<file path="src/sv/field_centric_mecanum_mixer_macros.svh">
// Assertion macros for the field-centric mecanum mixer.
// Used by the RTL files that carry concurrent checks; needs i_clk and i_rst_n in scope.
`ifndef FIELD_CENTRIC_MECANUM_MIXER_MACROS_SVH
`define FIELD_CENTRIC_MECANUM_MIXER_MACROS_SVH

// Clocked check, off while reset is held
`define FCMM_ASSERT(label, prop) \
    label: assert property (@(posedge i_clk) disable iff (!i_rst_n) (prop)) \
        else $error("fcmm check failed");

// Clocked implication check
`define FCMM_IMPLY(label, ante, cons) \
    `FCMM_ASSERT(label, (ante) |-> (cons))

`endif

</file>
<file path="src/sv/fcmm_pkg.sv">
// Package for the field-centric mecanum mixer: constants, divider data type, helpers.
// No dependencies.
`default_nettype none
package fcmm_pkg;

    localparam int ANGLE_BITS_DEF = 16;
    localparam int PCT_W          = 16;
    localparam int FULL_PCT       = 25600;
    localparam int ONE_Q14        = 16384;
    localparam int POLY_A         = 102933;
    localparam int POLY_B         = 42155;
    localparam int POLY_C         = 4765;
    localparam int W_W            = 34;   // wheel sum at Q8.8 * 2^14, signed
    localparam int MAG_W          = 33;   // magnitude of a wheel sum
    localparam int DIV_W          = 49;   // magnitude * 25600
    localparam int QUO_W          = 15;   // quotient, at most 25600
    localparam int LANES          = 4;
    localparam logic [MAG_W-1:0] FULL_SCALED = MAG_W'(FULL_PCT * ONE_Q14);

    typedef struct packed {
        logic [LANES-1:0][DIV_W-1:0] rem;
        logic [MAG_W-1:0]            lim;
        logic [LANES-1:0]            neg;
        logic [LANES-1:0][QUO_W-1:0] quo;
    } t_div_data;

    // Clamp a command to +/-100 percent
    function automatic logic signed [PCT_W-1:0] clamp_pct(input logic signed [PCT_W-1:0] v);
        logic signed [PCT_W-1:0] r;
        r = v;
        if (v > PCT_W'(FULL_PCT)) r = PCT_W'(FULL_PCT);
        else if (v < -PCT_W'(FULL_PCT)) r = -PCT_W'(FULL_PCT);
        return r;
    endfunction

    // Round Q16 sine to Q1.14 and saturate at one
    function automatic logic signed [PCT_W-1:0] round_q14(input logic [17:0] s);
        logic [18:0] q;
        q = (19'(s) + 19'd2) >> 2;
        if (q > 19'(ONE_Q14)) q = 19'(ONE_Q14);
        return PCT_W'(q);
    endfunction

endpackage
`default_nettype wire

</file>
<file path="src/sv/fcmm_div_cell.sv">
// One cell of the divider chain: settles one quotient bit for all four wheels.
// Depends on fcmm_pkg and the macro header.
`default_nettype none
`include "field_centric_mecanum_mixer_macros.svh"
module fcmm_div_cell #(
    parameter int K = 0
) (
    input  wire                i_clk,
    input  wire                i_rst_n,
    input  wire                i_valid,
    output logic               o_ready,
    input  fcmm_pkg::t_div_data i_data,
    output logic               o_valid,
    input  wire                i_ready,
    output fcmm_pkg::t_div_data o_data
);
    import fcmm_pkg::*;

    logic      r_valid;
    t_div_data r_data;
    t_div_data n_data;
    logic [DIV_W-1:0] w_trial;

    assign o_ready = !r_valid || i_ready;
    assign o_valid = r_valid;
    assign o_data  = r_data;
    assign w_trial = DIV_W'(i_data.lim) << K;

    // Subtract the shifted divisor where it fits
    always_comb begin
        n_data = i_data;
        for (int l = 0; l < LANES; l++) begin
            if (i_data.rem[l] >= w_trial) begin
                n_data.rem[l]    = i_data.rem[l] - w_trial;
                n_data.quo[l][K] = 1'b1;
            end
        end
    end

    // Advance when this cell is empty or the next cell can take the transfer
    always_ff @(posedge i_clk) begin
        if (!i_rst_n) begin
            r_valid <= 1'b0;
        end else if (o_ready) begin
            r_valid <= i_valid;
        end
        if (o_ready) begin
            r_data <= n_data;
        end
    end

    `FCMM_IMPLY(a_rem_lane0, r_valid, r_data.rem[0] < (DIV_W'(r_data.lim) << K))
    `FCMM_IMPLY(a_rem_lane3, r_valid, r_data.rem[3] < (DIV_W'(r_data.lim) << K))
    `FCMM_IMPLY(a_lim_floor, r_valid, r_data.lim >= FULL_SCALED)
endmodule
`default_nettype wire

</file>
<file path="config.mk">
export PLATFORM = sky130hd
export DESIGN_NAME = fcmm_div_cell
export DESIGN_NICKNAME = d
export VERILOG_FILES = /design/src/sv/fcmm_pkg.sv /design/src/sv/fcmm_div_cell.sv
export VERILOG_INCLUDE_DIRS = /design/src /design/src/sv
export SDC_FILE = /design/constraint.sdc
export NUM_CORES = 1
export LEC_CHECK = 0
export BUFFER_PORTS_ARGS = -buffer_cell sky130_fd_sc_hd__clkbuf_2
export CAP_MARGIN = 15
export CORE_AREA = 2 2 233 235
export DETAILED_ROUTE_END_ITERATION = 8
export DIE_AREA = 0 0 235 237
export GPL_ROUTABILITY_DRIVEN = 0
export PLACE_DENSITY = 0.58
export RECOVER_POWER = 50
export SLEW_MARGIN = 20
export SYNTH_ARGS = -nofsm -noshare
export SYNTH_HDL_FRONTEND = slang
export SYNTH_SLANG_ARGS = --single-unit
</file>
<file path="constraint.sdc">
create_clock -name i_clk -period 9.58 [get_ports i_clk]
set_clock_uncertainty 0.1 [all_clocks]
set_input_delay 0.479 -clock i_clk [delete_from_list [all_inputs] [get_ports i_clk]]
set_output_delay 0.479 -clock i_clk [all_outputs]
set_load 0.03 [all_outputs]
</file>
==> results.md, run 1 <==
Outcome:
- The flow ran to the end, but the final reports show violations.
- The final reports fail on max-capacitance violations, max-slew violations.

Synthesis:
- Sequential elements use 45.1% of the synthesized area.
- Dividing the synthesized area by the synthesized cell count gives 9.88 µm².
- The total of flip-flops plus latches after synthesis is 294.
- After synthesis, the netlist uses 71 different library cells.
- The synthesized net count is 2411.
- In the synthesized netlist, the number of instances is 1978.
- In the synthesized netlist the dominant register cell turns out to be sky130_fd_sc_hd__edfxtp_1.
- Counting flops with a built-in enable in the synthesized netlist gives 293.
- The cell area after synthesis is 0.0195 mm².
- The number of warnings issued by yosys is 0.
- The share of flip-flops with an asynchronous set or reset after synthesis is 0%.

Hold path:
- The startpoint identified for the worst hold timing path is i_data[86].
- The path class of the tightest hold or removal check is in2reg.
- The endpoint of the worst hold path is o_data[86]$_DFFE_PP_.
- The depth of the worst hold-timing path is 1.

Floorplan:
- The floorplan die height is 237 µm.
- The floorplan step defined a die boundary enclosing 0.0557 mm².
- The total core area is 0.0533 mm².
- The floorplan step set the die width to 235 µm.
- The initial core utilization is 36.7%.
- The total I/O pin count is 592.
- The count of standard-cell rows is 85.

Clocking:
- Once the clock tree was built, the setup fixing pass inserted 0 buffers.
- The number of H-tree levels is 2.
- The cell sitting at the root of the clock tree is a sky130_fd_sc_hd__clkbuf_16.
- The clock sink count is 294.
- The clock transition at the register clock pins on the worst setup and hold paths after CTS is 0.06 ns.
- The clock insertion delay at the later pin of the skew report is 0.54 ns.
- The number of hold buffers added after cts is 66.
- Counting along the longest clock path gives a buffer depth of 3.
- TritonCTS built the clock tree.
- Post-CTS repair changed the size of 0 cells.
- The CTS buffer count is 36.

Worst setup path:
- The endpoint identified for the worst register-to-register timing path is o_data[8]$_DFFE_PP_.
- The reg2reg setup slack is 6.16 ns.
- The class of the most critical setup path is in2reg.
- The startpoint of the most critical register-to-register path is o_valid$_SDFFE_PN0P_.
- STA classifies the critical path endpoint as a flip-flop.
- Walking the worst path, the cells encountered are clkbuf_1 > inv_1 > ha_1 > nor2b_1 > o31a_1 > o21ai_0 > a21oi_1 > a211oi_1 > o31ai_1 > or2_2 > buf_4 > nand4_1 > xnor2_1.
- The required time at the endpoint of the critical path is 9.78 ns.
- Data arrives at the worst endpoint at 5.10 ns.
- Measured in cells, the most critical reg-to-reg path has a length of 2.
- The sort of element at the start of the critical path is an input pin.
- In this run the worst path has a maximum fanout of 34.
- In this design, the stage delay of the slowest critical-path cell is 0.71 ns.
- The master of the slowest instance on the critical path is sky130_fd_sc_hd__clkbuf_1.

Finish:
- 0 antenna diodes ended up in the layout.
- Compared with the post-synthesis result, the final layout area differs by 25.7%.
- For this run, the post-layout net count is 3039.
- Summing all non-filler instances in the final layout gives an area of 0.0246 mm².
- Of the cells placed in the final design, the portion with a size suffix greater than 1 is 14.0%.
- The layout has 5269 filler cells.

Placement:
- Port buffering added 591 buffers.
- The detailed placement HPWL is 57.5 mm.
- The cell area after placement is 0.0231 mm².

STA:
- The number of setup violations in the final report is 0.
- Counting I/O delays and the setup requirement, the final critical path takes 4.90 ns.
- The pin slew with the least headroom to its limit is 2.39 ns.
- The count of endpoints failing hold in the final timing report is 0.
- The ratio of final minimum period to clock period is 51.1%.
- The upper clock frequency limit is 204 MHz.
- Headroom to the max-slew limit came out at -59.1%.
- The total count of max-transition violations in the final report came to 45.
- The sum of negative setup slack is 0 ns.
- Setup repair after global routing left no endpoint under its margin.

GRT:
- The initial antenna violation count came to 4.
- Entering global routing, the biggest net connects 124 pins.
- The global-route wire length before repair is 109 mm.
- The via count of the first global-routing pass is 17400.
- The global route total overflow is 0.
- The overall fraction of global-route tracks in use is 25.6%.

Route:
- The detailed-route vias per instance is 5.45.
- Before antenna repair, the detailed router went through 6 iterations.
- The per-cell routed wire length is 22.3 µm.
- The total wire length after detailed routing is 74.2 mm.
- The antenna violation net count after detailed routing is 0.
- Detailed routing inserted a total of 18100 vias.
- In the routed design, unresolved DRC markers number 0.
- The detailed router finished its first iteration with 1324 violations.

Pwr:
- Power spread over the standard cell area amounts to 181 mW/mm².
- The worst-case IR drop observed on VDD is 0.000120 V.
- Summed over all cells, the static leakage comes to 9.79 nW.

Job:
- Across the run, the number of max-cap violations was 1.
-- power breakdown --
| group | switching (mW) | internal (mW) | leakage (nW) |
|---|---|---|---|
| sequential | 0.0617 | 1.64 | 3.03 |
| clock | 0.559 | 0.831 | 0.571 |
| combinational | 0.956 | 0.405 | 6.19 |
| total | 1.58 | 2.87 | 9.79 |
-- registers in the layout, summed over array words and instances (netlist names) --
register	count
o_valid	1
o_data	293
-- worst max-delay path by stage --
stage,from,endpoint,slack [ns],depth (start not counted)
finish,i_data[65],o_data[191]$_DFFE_PP_,4.68,13
global route,i_data[65],o_data[191]$_DFFE_PP_,4.36,13
CTS,i_data[70],o_data[292]$_DFFE_PP_,5.04,13
detailed placement,i_data[65],o_data[170]$_DFFE_PP_,4.66,12
global placement,i_data[65],o_data[174]$_DFFE_PP_,4.84,12
floorplan,i_ready,o_valid$_SDFFE_PN0P_,0.66,2
-- per-stage QoR --
step | power [mW] | hold WS (ns) | utilization (%) | setup WS (ns) | cells
after floorplan | 2.63 | 0.478 | - | 0.664 | 1978
after global placement | 3.09 | 0.556 | 43.4 | 4.84 | 3198
after detailed placement | 3.10 | 0.558 | 43.4 | 4.66 | 3198
after CTS | 4.53 | 0.000735 | 46.9 | 5.04 | 3328
after global routing | 4.64 | 0.0352 | 46.1 | 4.36 | 3328
final | 4.45 | 0.0473 | 46.1 | 4.68 | 3328
-- worst max-delay path, delay by kind of cell --
kind	cells	cell delay, ns
compound gates	5	1.37
xor+xnor	1	0.15
fa+ha+maj	1	0.45
buf+inv	3	1.65
simple gates	3	0.96
-- placed cells by master, fill, tap and decap left out, types with 66 or more instances in the layout --
cell / instances
sky130_fd_sc_hd__nand2_1: 204
sky130_fd_sc_hd__inv_1: 67
sky130_fd_sc_hd__a21oi_1: 194
sky130_fd_sc_hd__ha_1: 132
sky130_fd_sc_hd__clkbuf_2: 265
sky130_fd_sc_hd__dlygate4sd3_1: 66
sky130_fd_sc_hd__o21ai_0: 132
sky130_fd_sc_hd__xor2_1: 86
sky130_fd_sc_hd__xnor2_1: 97
sky130_fd_sc_hd__nor2_1: 161
sky130_fd_sc_hd__edfxtp_1: 293
sky130_fd_sc_hd__clkbuf_1: 333
-- synthesized netlist by cell type (22+ instances only) --
library cell / number / area, µm²
sky130_fd_sc_hd__nor2b_1: 22 / 138
sky130_fd_sc_hd__a21oi_1: 194 / 971
sky130_fd_sc_hd__xnor2_1: 97 / 850
sky130_fd_sc_hd__or3_1: 25 / 156
sky130_fd_sc_hd__nor2_1: 162 / 608
sky130_fd_sc_hd__nor4_1: 24 / 150
sky130_fd_sc_hd__xor2_1: 86 / 753
sky130_fd_sc_hd__edfxtp_1: 293 / 8800
sky130_fd_sc_hd__a21o_1: 57 / 428
sky130_fd_sc_hd__nor3_1: 38 / 190
sky130_fd_sc_hd__nand4_1: 46 / 288
sky130_fd_sc_hd__nand2_1: 204 / 766
sky130_fd_sc_hd__o21a_1: 22 / 165
sky130_fd_sc_hd__clkbuf_1: 62 / 233
sky130_fd_sc_hd__ha_1: 132 / 1650
sky130_fd_sc_hd__inv_1: 67 / 251
sky130_fd_sc_hd__o21ai_0: 132 / 661
sky130_fd_sc_hd__nand3_1: 39 / 195
-- routing by layer --
| metal | wire length (µm) | track usage [%] | up-vias |
|---|---|---|---|
| li1 | - | - | 8628 |
| met1 | 32200 | 33.9 | 8658 |
| met2 | 35100 | 42.8 | 734 |
| met3 | 4910 | 4.93 | 100 |
| met4 | 1920 | 6.79 | 8 |
| met5 | 57 | 0 | - |
-- cells by family (layout without fill, tap and decap cells) --
family                   Yosys count  in the layout  share of synthesized area, %
buffers and inverters            141            795                          2.95
flip-flops                       294            294                          45.1
AND/OR/NAND/NOR                  653            653                          16.2
multiplexers                      23             23                          1.38
XOR/XNOR                         183            183                          8.21
AO/OA/AOI/OAI                    548            548                          17.2
adder cells (fa/ha/maj)          136            136                          8.86
-- layout make-up --
class / instances / area [µm²] / share of cell area, %
inverter: 67 / 251 / 1.02
clock inverter: 19 / 203 / 0.825
sequential: 294 / 8820 / 35.9
tap: 696 / 871 / 3.55
timing repair buffer: 664 / 3280 / 13.3
multi-input combinational: 1543 / 10200 / 41.4
clock buffer: 45 / 977 / 3.98
No activity file was read; power rests on OpenSTA's default activity.
==> run 2, diff against run 1 <==
--- a/config.mk
+++ b/config.mk
@@ -8,11 +8,11 @@
 export LEC_CHECK = 0
 export BUFFER_PORTS_ARGS = -buffer_cell sky130_fd_sc_hd__clkbuf_2
 export CAP_MARGIN = 15
-export CORE_AREA = 2 2 233 235
+export CORE_AREA = 2 2 231 233
 export DETAILED_ROUTE_END_ITERATION = 8
-export DIE_AREA = 0 0 235 237
+export DIE_AREA = 0 0 233 235
 export GPL_ROUTABILITY_DRIVEN = 0
-export PLACE_DENSITY = 0.58
+export PLACE_DENSITY = 0.62
 export RECOVER_POWER = 50
 export SLEW_MARGIN = 20
 export SYNTH_ARGS = -nofsm -noshare
==> constraint.sdc (replaced) <==
create_clock -name i_clk -period 4.1 [get_ports i_clk]
set_clock_uncertainty 0.1 [all_clocks]
set_input_delay 0.205 -clock i_clk [delete_from_list [all_inputs] [get_ports i_clk]]
set_output_delay 0.205 -clock i_clk [all_outputs]
set_load 0.03 [all_outputs]
==> run 2 against run 1 <==
Compared with the run above:
- the flow still finishes with violations (max-capacitance violations, max-slew violations)
- non-clock buffer count grew 246
- clock-buffer cell count is 1 lower
- critical path depth unchanged
- final area rose by 9.8%
- die area down 1.7%
- total power is 140% higher
- sequential power up 130%
- worst hold slack got worse by 0.029 ns
- first-iteration DRC count grew 4.4%
==> results.md, run 2 (same netlist as run 1, synthesis figures left out) <==
Floorplan:
- The total core area is 0.0522 mm² (was 0.0533 mm²).
- The chip width is 233 µm (was 235 µm).
- The floorplan die height is 235 µm (was 237 µm).
- The initial core utilization was 37.4% (was 36.7%).
- The floorplan die area is 0.0548 mm² (was 0.0557 mm²).
- The total I/O pin count came to 592 (unchanged).
- The count of standard-cell rows is 84 (was 85).

GRT:
- The overall fraction of global-route tracks in use is 26.8% (was 25.6%).
- The global-route wire length before repair is 111 mm (was 109 mm).
- The pin count of the biggest net entering global routing was 75 (was 124).
- The initial antenna violation count is 8 (was 4).
- The via count of the first global-routing pass is 18900 (was 17400).
- The global route total overflow is 0 (unchanged).

STA:
- Static timing analysis puts the maximum clock frequency at 255 MHz.
- The ratio of final minimum period to clock period is 95.6%.
- The pin slew with the least headroom to its limit is 1.81 ns (was 2.39 ns).
- The total count of max-transition violations in the final report is 160 (was 45).
- The sum of negative setup slack is 0 ns (unchanged).
- The number of setup violations in the final report is 0 (unchanged).
- The count of endpoints failing hold in the final timing report came to 0 (unchanged).
- The headroom to the max-slew limit is -20.6% (was -59.1%).
- Setup repair after global routing missed its margin: no (unchanged).
- The shortest clock period the worst path allows after layout is 3.92 ns.

Worst setup path:
- The worst endpoint data arrival time is 4.12 ns (was 5.10 ns).
- The highest fanout seen on the critical path is 6 (was 34).
- The capturing element type of the critical path is a flip-flop (unchanged).
- The sort of element at the start of the critical path was an input pin (unchanged).
- The required time at the endpoint of the critical path is 4.30 ns (was 9.78 ns).
- The class of the most critical setup path is in2reg (unchanged).

Route:
- The detailed router's first-iteration violation count is 1382 (was 1324).
- The antenna violation net count after detailed routing is 0 (unchanged).
- The detailed-routing iteration count for the pre-antenna-repair pass came to 7 (was 6).
- The detailed-route vias per instance is 5.41 (was 5.45).
- The total vias in the final route is 19400 (was 18100).
- The total wire length after detailed routing is 76.9 mm (was 74.2 mm).
- The DRC violation count after routing is 0 (unchanged).
- The per-cell routed wire length came to 21.5 µm (was 22.3 µm).

Finish:
- The final non-filler cell area was 0.0270 mm² (was 0.0246 mm²).
- The most common library cell in the layout ignoring fill and taps was sky130_fd_sc_hd__clkbuf_1 (unchanged).
- The number of flip-flops under the largest register name came to 293 (unchanged).
- The area growth from synthesis to layout came to 38.1% (was 25.7%).
- Most frequent cells in the layout: sky130_fd_sc_hd__clkbuf_1 (333), sky130_fd_sc_hd__edfxtp_1 (293), sky130_fd_sc_hd__dlygate4sd3_1 (287), sky130_fd_sc_hd__clkbuf_2 (268), sky130_fd_sc_hd__nand2_1 (204) (was sky130_fd_sc_hd__clkbuf_1 (333), sky130_fd_sc_hd__edfxtp_1 (293), sky130_fd_sc_hd__clkbuf_2 (265), sky130_fd_sc_hd__nand2_1 (204), sky130_fd_sc_hd__a21oi_1 (194)).
- The combined area of the multi-input logic cells is 0.0102 mm² (about the same).
- The total of fill cells in the finished design came to 4867 (was 5269).
- The proportion of layout cells with a drive suffix above 1 was 13.7% (was 14.0%).
- The sequential cell area in the final layout was 0.00882 mm² (unchanged).
- The layout net count is 3286 (was 3039).

Clocking:
- The clock root buffer is sky130_fd_sc_hd__clkbuf_16 (unchanged).
- The number of H-tree levels is 2 (unchanged).
- The clock transition at the register clock pins on the worst setup and hold paths after CTS was 0.06 ns (about the same).
- The clock insertion delay at the later pin of the skew report is 0.54 ns (about the same).
- The deepest clock path buffer count is 3 (unchanged).
- The clock sink count is 294 (unchanged).
- The CTS buffer count is 37 (was 36).
- The TritonCTS clock tree is built (unchanged).

Pwr:
- The power per standard cell area is 393 mW/mm² (was 181 mW/mm²).
- The maximum VDD drop was 0.000271 V (was 0.000120 V).
- The static leakage is 10.8 nW (was 9.79 nW).

Placement:
- The count of input and output buffers is 591 (unchanged).
- The cell area after placement is 0.0234 mm² (was 0.0231 mm²).
- The detailed placement HPWL is 57.4 mm (was 57.5 mm).

Hold path:
- The path category of the worst min-delay check is in2reg (unchanged).

Outcome:
- Failing checks: max-capacitance violations, max-slew violations (unchanged).
- Status: finished, violations left (unchanged).

Job:
- The number of max-cap violations is 3 (was 1).
==> run 2: cell count changes in the layout (fill, tap and decap cells not counted), sizes merged <==
cell	previous run	this run
dlygate4sd3	66	287
clkinv	13	12
clkbuf	636	638
buf	7	29
diode	0	9
inv	67	70
==> run 2: final cells by class <==
type                            count  share of cell area, %
Multi-Input combinational cell   1543                   37.7
Sequential cell                   294                   32.7
Timing Repair Buffer              910                   21.1
Clock buffer                       44                   3.53
Tap cell                          688                   3.19
Inverter                           67                  0.932
Clock inverter                     21                  0.789
Antenna cell                        9                 0.0835
==> run 2: power breakdown <==
part / internal [mW] / total, mW / switching, mW
clock: 1.91 / 3.24 / 1.32
combinational: 1.10 / 3.39 / 2.29
sequential: 3.83 / 3.98 / 0.154
total: 6.84 / 10.6 / 3.77
==> run 2: layer usage <==
metal / vias to the layer above / global-route usage, % / wire [µm]
met5: - / 0 / 7
met4: 2 / 14.1 / 4300
met3: 179 / 5.24 / 6120
met2: 913 / 42.7 / 34900
met1: 9119 / 34.3 / 31600
li1: 9138 / - / -
==> run 2: worst paths after layout <==
| path | startpoint | endpoint | slack, ns | cells past startpoint |
|---|---|---|---|---|
| setup / recovery | i_data[66] | o_data[192]$_DFFE_PP_ | 0.18 | 13 |
| setup reg to reg | o_valid$_SDFFE_PN0P_ | o_data[194]$_DFFE_PP_ | 0.58 | 2 |
| hold reg to reg | o_valid$_SDFFE_PN0P_ | o_data[132]$_DFFE_PP_ | 1.52 | 1 |
| hold / removal | i_data[148] | o_data[148]$_DFFE_PP_ | 0.02 | 3 |
==> run 2: through the flow <==
stage | instances | power (mW) | hold slack [ns] | utilization [%] | setup WS, ns
after global routing | 3576 | 11.0 | 0.0295 | 51.6 | 0.00830
after CTS | 3567 | 10.7 | 0.000291 | 52.4 | 0.296
final | 3576 | 10.6 | 0.0178 | 51.6 | 0.180
after global placement | 3215 | 7.23 | 0.282 | 44.7 | 0.270
after floorplan | 1978 | 6.12 | 0.204 | - | 0.943
after detailed placement | 3215 | 7.25 | 0.284 | 44.7 | 0.276
==> run 2: critical path, cell delays in order <==
cell and delay, ns:
sky130_fd_sc_hd__dlygate4sd3_1 0.56, sky130_fd_sc_hd__clkbuf_2 0.13, sky130_fd_sc_hd__inv_1 0.35, sky130_fd_sc_hd__ha_1 0.34, sky130_fd_sc_hd__o21a_1 0.16, sky130_fd_sc_hd__o31a_1 0.18, sky130_fd_sc_hd__o21ai_0 0.17, sky130_fd_sc_hd__a21oi_1 0.27
sky130_fd_sc_hd__a211oi_1 0.15, sky130_fd_sc_hd__o31ai_1 0.63, sky130_fd_sc_hd__o2111ai_1 0.34, sky130_fd_sc_hd__or4_1 0.51, sky130_fd_sc_hd__xnor2_1 0.14
==> run 2: timing repair <==
action | CTS | global route
resized for setup | 0 | 1
buffers inserted | 0 | 0
endpoints found under the setup margin | 0 | 1
hold endpoints to repair | 286 | 0
hold buffers | 287 | 0
